===== config.mk =====
export PLATFORM = sky130hd
export DESIGN_NAME = xtea_round_cell
export DESIGN_NICKNAME = d
export VERILOG_FILES = /design/src/sv/xtea_pkg.sv /design/src/sv/xtea_round_cell.sv
export SDC_FILE = /design/constraint.sdc
export NUM_CORES = 1
export LEC_CHECK = 0
export BUFFER_PORTS_ARGS = -buffer_cell sky130_fd_sc_hd__buf_2
export CAP_MARGIN = 20
export CORE_MARGIN = 3
export CORE_UTILIZATION = 50
export CTS_BUF_LIST = sky130_fd_sc_hd__clkbuf_16
export CTS_CLUSTER_DIAMETER = 60
export DETAILED_ROUTE_END_ITERATION = 12
export PLACE_DENSITY = 0.79
export SYNTH_ARGS = -nofsm -noshare
export SYNTH_HDL_FRONTEND = slang
export SYNTH_SLANG_ARGS = --single-unit
export TNS_END_PERCENT = 10

===== constraint.sdc =====
create_clock -name clk -period 9.5 [get_ports clk]
set_clock_uncertainty 0.1 [all_clocks]
set_input_delay 0.475 -clock clk [delete_from_list [all_inputs] [get_ports clk]]
set_output_delay 0.475 -clock clk [all_outputs]
set_load 0.1 [all_outputs]

===== src/sv/xtea_pkg.sv =====
// Package of the XTEA cipher: beat types, stage record, constants and the mix function.
// Depends on nothing; every module of the block imports it.
package xtea_pkg;

  // Default number of rounds and the key schedule constant.
  localparam int          XteaRounds = 32;
  localparam logic [31:0] XteaDelta  = 32'h9E37_79B9;

  // Direction codes carried in the func field.
  localparam logic FuncEncrypt = 1'b0;
  localparam logic FuncDecrypt = 1'b1;

  // Input beat.
  typedef struct packed {
    logic        func;
    logic [31:0] block_word0;
    logic [31:0] block_word1;
    logic [31:0] key_word0;
    logic [31:0] key_word1;
    logic [31:0] key_word2;
    logic [31:0] key_word3;
  } xtea_in_t;

  // Result beat.
  typedef struct packed {
    logic [31:0] out_word0;
    logic [31:0] out_word1;
  } xtea_out_t;

  // Record that travels from cell to cell along the chain.
  typedef struct packed {
    logic            func;
    logic [31:0]     v0;
    logic [31:0]     v1;
    logic [31:0]     sum;
    logic [3:0][31:0] key;
  } xtea_stage_t;

  // The shift, xor and add applied to one word in each half-round.
  function automatic logic [31:0] xtea_mix(input logic [31:0] v);
    return ((v << 4) ^ (v >> 5)) + v;
  endfunction

endpackage


===== src/sv/xtea_round_cell.sv =====
// One XTEA round as a cell of the chain: two half-rounds, each closed by a register.
// Depends on xtea_pkg for the stage record, the constants and the mix function.
module xtea_round_cell (
  input  logic                 clk,
  input  logic                 rst_n,
  input  logic                 en,
  input  logic                 in_valid,
  input  xtea_pkg::xtea_stage_t in_stage,
  output logic                 out_valid,
  output xtea_pkg::xtea_stage_t out_stage
);
  import xtea_pkg::*;

  logic        half_valid_r;
  xtea_stage_t half_r;
  xtea_stage_t half_nxt;
  logic        full_valid_r;
  xtea_stage_t full_r;
  xtea_stage_t full_nxt;

  logic [31:0] mix_a;
  logic [31:0] keyed_a;
  logic [31:0] mix_b;
  logic [31:0] keyed_b;

  // First half-round: enciphering updates v0 and steps the sum up,
  // deciphering updates v1 and steps the sum down.
  always_comb begin
    half_nxt = in_stage;
    if (in_stage.func == FuncDecrypt) begin
      mix_a        = xtea_mix(in_stage.v0);
      keyed_a      = in_stage.sum + in_stage.key[in_stage.sum[12:11]];
      half_nxt.v1  = in_stage.v1 - (mix_a ^ keyed_a);
      half_nxt.sum = in_stage.sum - XteaDelta;
    end else begin
      mix_a        = xtea_mix(in_stage.v1);
      keyed_a      = in_stage.sum + in_stage.key[in_stage.sum[1:0]];
      half_nxt.v0  = in_stage.v0 + (mix_a ^ keyed_a);
      half_nxt.sum = in_stage.sum + XteaDelta;
    end
  end

  // Second half-round works on the other word with the stepped sum.
  always_comb begin
    full_nxt = half_r;
    if (half_r.func == FuncDecrypt) begin
      mix_b       = xtea_mix(half_r.v1);
      keyed_b     = half_r.sum + half_r.key[half_r.sum[1:0]];
      full_nxt.v0 = half_r.v0 - (mix_b ^ keyed_b);
    end else begin
      mix_b       = xtea_mix(half_r.v0);
      keyed_b     = half_r.sum + half_r.key[half_r.sum[12:11]];
      full_nxt.v1 = half_r.v1 + (mix_b ^ keyed_b);
    end
  end

  // Valid flags are reset; the data registers only move with the chain.
  always_ff @(posedge clk) begin
    if (!rst_n) begin
      half_valid_r <= 1'b0;
      full_valid_r <= 1'b0;
    end else if (en) begin
      half_valid_r <= in_valid;
      full_valid_r <= half_valid_r;
    end
  end

  always_ff @(posedge clk) begin
    if (en) begin
      half_r <= half_nxt;
      full_r <= full_nxt;
    end
  end

  assign out_valid = full_valid_r;
  assign out_stage = full_r;

endmodule


==> impl_results.md <==
- Maximum clock insertion buffer count: 3
- Site Rows: 101
- Simple-gate share of the synthesized area: ~8.3%
- Ratio of cells with drive above 1 in the final layout: a little under a fifth
- #FFs+latches synth: ~450
- Antenna violations before repair: 7
- Setup bufs post-CTS: 0
- Slowest CP cell: edfxtp_1
- DR vias/cell: roughly 6.3
- Most numerous cell in the Yosys netlist: edfxtp_1
- Worst Path Max Fanout: 27
- Adder-Cell Fraction of Synth Area: between 10% and 20%
- Syn avg cell area: 10.8 um^2
- CP endpoint: out_stage[191]
- IO Pins: approximately 460
- Synth Flop Type: edfxtp_1
- First-pass GRT wire length: 196000 um
- Syn Inst Count: 3579
- Gr usage total: roughly a third
- Crit path launch type: flop
- Final setup fails: 0
- Hold Fails Final Rpt: 0
- XOR/XNOR Fraction of Synth Area: around 14%
- CP peak stage delay: between 600 and 700 ps
- DRC errors left: 0
- Die area: about 81000 um^2
- Area leader, netlist: edfxtp_1
- Final WL: 135000 um
- Final period utilization: between 80% and 90%
- Global-route track usage on met3: roughly 7%
- Die Y-Extent: 284 um
- Skew-Pair Late Insertion Delay: 620 ps
- Largest net degree at the start of global routing: between 150 and 200
- Reg-to-reg startpoint: full_nxt[139]
- Top cell types by occurrence after synthesis: edfxtp_1 (450), ha_1 (412), xnor2_1 (384)
- Worst Setup SP: full_nxt[139]
- Pins Over Slew Limit: 0
- Critical path capture point type: flop
- Final antenna-violating net count: 0
- Net Count, Synth: roughly 4200
- Core area: 76200 um^2
- Port-buffer cells: 454
- Post-synthesis sequential area ratio: a little over a third
- Met2 Use GR: 51.3%
- Placement Setup Slack: 1810 ps
- EDFF count, synth: 450
- Starting Density: between 50% and 60%
- DR iter-0 viols: slightly above 4000
- GRT overflow: 0
- Routed len/inst: roughly 26 um
- Data arrival, critical path: 8020 ps
- MaxCap Viol Count: 0
- Most used routing layer: met2
- Slew HR: between 20% and 30%
- Worst reg2reg setup slack: roughly 1700 ps
- Reg2reg end: out_stage[191]
- Area share of the largest cell type after synthesis: between 30% and 40%
- Post-synthesis compound-gate area fraction: between 10% and 20%
- Clock sinks: ~450
- CTS root buf: clkbuf_16
- RSZ-0062 raised after global routing: false
- Post-route setup slack: about 1700 ps
- Period minus WS final: around 7800 ps
- H-Tree Depth: 2
- Final-stage net count: 4789
- Ys async rst share: 0%
- Clock-pin slew on the worst setup and hold paths: ~60 ps
- Hold Path Class: input port to flop
- Worst slew pin tran: 1110 ps
- Status: completed
- Layout fillers: between 6000 and 7000
- Area growth from synthesis to layout: 15.8%
- Die Wd: 284 um
- Worst Reg-to-Reg Cells: 25
- Fmax: between 0.1 and 0.15 GHz
- CTS tree: built
- Total CTS buffers: 53
- Drt pass-1 iters: 6
- Yosys Warn Count: 0
- Crit path top cell by count: o21ai_0
- Met1 track demand over resource: 43.2%
- DP HPWL: around 110000 um
- Worst Path Required: 9740 ps
- Via count: ~33000
- Main combinational cell family by area after synthesis: compound AO/OA/AOI/OAI gates
- Routability cong.: roughly 1.0
- Vias in the first global route: roughly 32000
- Mux contribution to synthesized area: 9.15%
- Final Util: about three fifths
- Crit path kind: flop to flop
- Mapped Area: between 30000 and 40000 um^2
- Top post-synthesis cells by area: edfxtp_1 (35%), ha_1 (13%), xnor2_1 (8.7%)
- Yosys cell types: 81
- Setup TNS: 0 ps
[stage by stage]
step                std cells  area [um^2]  hold slack [ps]
floorplan                3579        38600              338
global placement         5014        42000              343
detailed placement       5014        42000              366
CTS                      5205        44700             1.06
global route             5211        44700             10.4
finish                   5214        44700             30.4
[cells by family (layout without fill, tap and decap cells)]
| kind of cell | count (synthesis) | in the layout |
|---|---|---|
| AO/OA/AOI/OAI | 1066 | 1066 |
| XOR/XNOR | 595 | 595 |
| adder cells (fa/ha/maj) | 425 | 425 |
| buffers and inverters | 189 | 786 |
| flip-flops | 452 | 452 |
| multiplexers | 186 | 186 |
| other | 0 | 8 |
| AND/OR/NAND/NOR | 666 | 666 |
[flip-flops by register name, indices dropped and copies added, names as in the netlist]
name and cells:
full_nxt 161, out_valid 1, half_r 64, half_valid_r 1
out_stage 225
[routing by layer]
metal | up-vias | share of wire (%)
li1 | 14729 | -
met1 | 15481 | 39
met2 | 2044 | 45
met3 | 390 | 12
met4 | 4 | 4.1
met5 | - | 0.019
[worst max-delay path, delay by kind of cell (launching register included)]
family | cells | cell delay, ps
flip-flops | 1 | 660
AND/OR/NAND/NOR | 2 | 210
XOR/XNOR | 3 | 630
adder cells (fa/ha/maj) | 2 | 700
buffers and inverters | 1 | 610
AO/OA/AOI/OAI | 16 | 3960
multiplexers | 1 | 590
[how the worst min path moves through the flow]
| stage | from | to | depth (start not counted) |
|---|---|---|---|
| global placement | full_nxt[53] | out_stage[53] | 0 |
| detailed placement | full_nxt[66] | out_stage[66] | 0 |
| floorplan | full_nxt[64] | out_stage[64] | 0 |
| CTS | in_stage[80] | full_nxt[80] | 1 |
| global route | in_stage[113] | full_nxt[113] | 1 |
| finish | in_stage[70] | full_nxt[70] | 1 |
[placed cells by master (no fill, tap or decap), drive strengths merged, types with 10 or more instances in the layout]
cell,n
a21boi,13
dlygate4sd3,96
a31oi,37
and3,19
nor2,172
inv,139
a211oi,30
nand4,29
o21ai,210
and4,10
clkbuf,54
o21bai,57
and2,16
nand3,48
or3,11
a221o,10
mux4,128
o21a,43
clkinv,23
fa,13
or2,12
mux2,53
nor2b,49
buf,471
a21o,247
xnor2,384
xor2,207
o31ai,22
o211ai,12
nand2b,45
edfxtp,450
nor3,42
nand2,194
ha,412
a21oi,298
[final cells by class]
class	instances	area, um^2	share of cell area [%]
antenna	8	20.0	0.0448
clock buffer	54	1350	3.02
clock inverter	42	324	0.725
inverter	123	462	1.03
multi-input combinational	2938	24300	54.4
sequential	452	13600	30.3
tap	1030	1290	2.88
timing repair buffer	567	3390	7.58
[repair_timing]
action / in CTS / in global routing
hold buffers: 95 / 1
hold endpoints to repair: 96 / 1
setup endpoints to repair: 0 / 0
resized for setup: 0 / 0
Power is left out: the tool's default activity adds up to more than one toggle a clock period on the data nets, which glitch-free logic cannot reach.
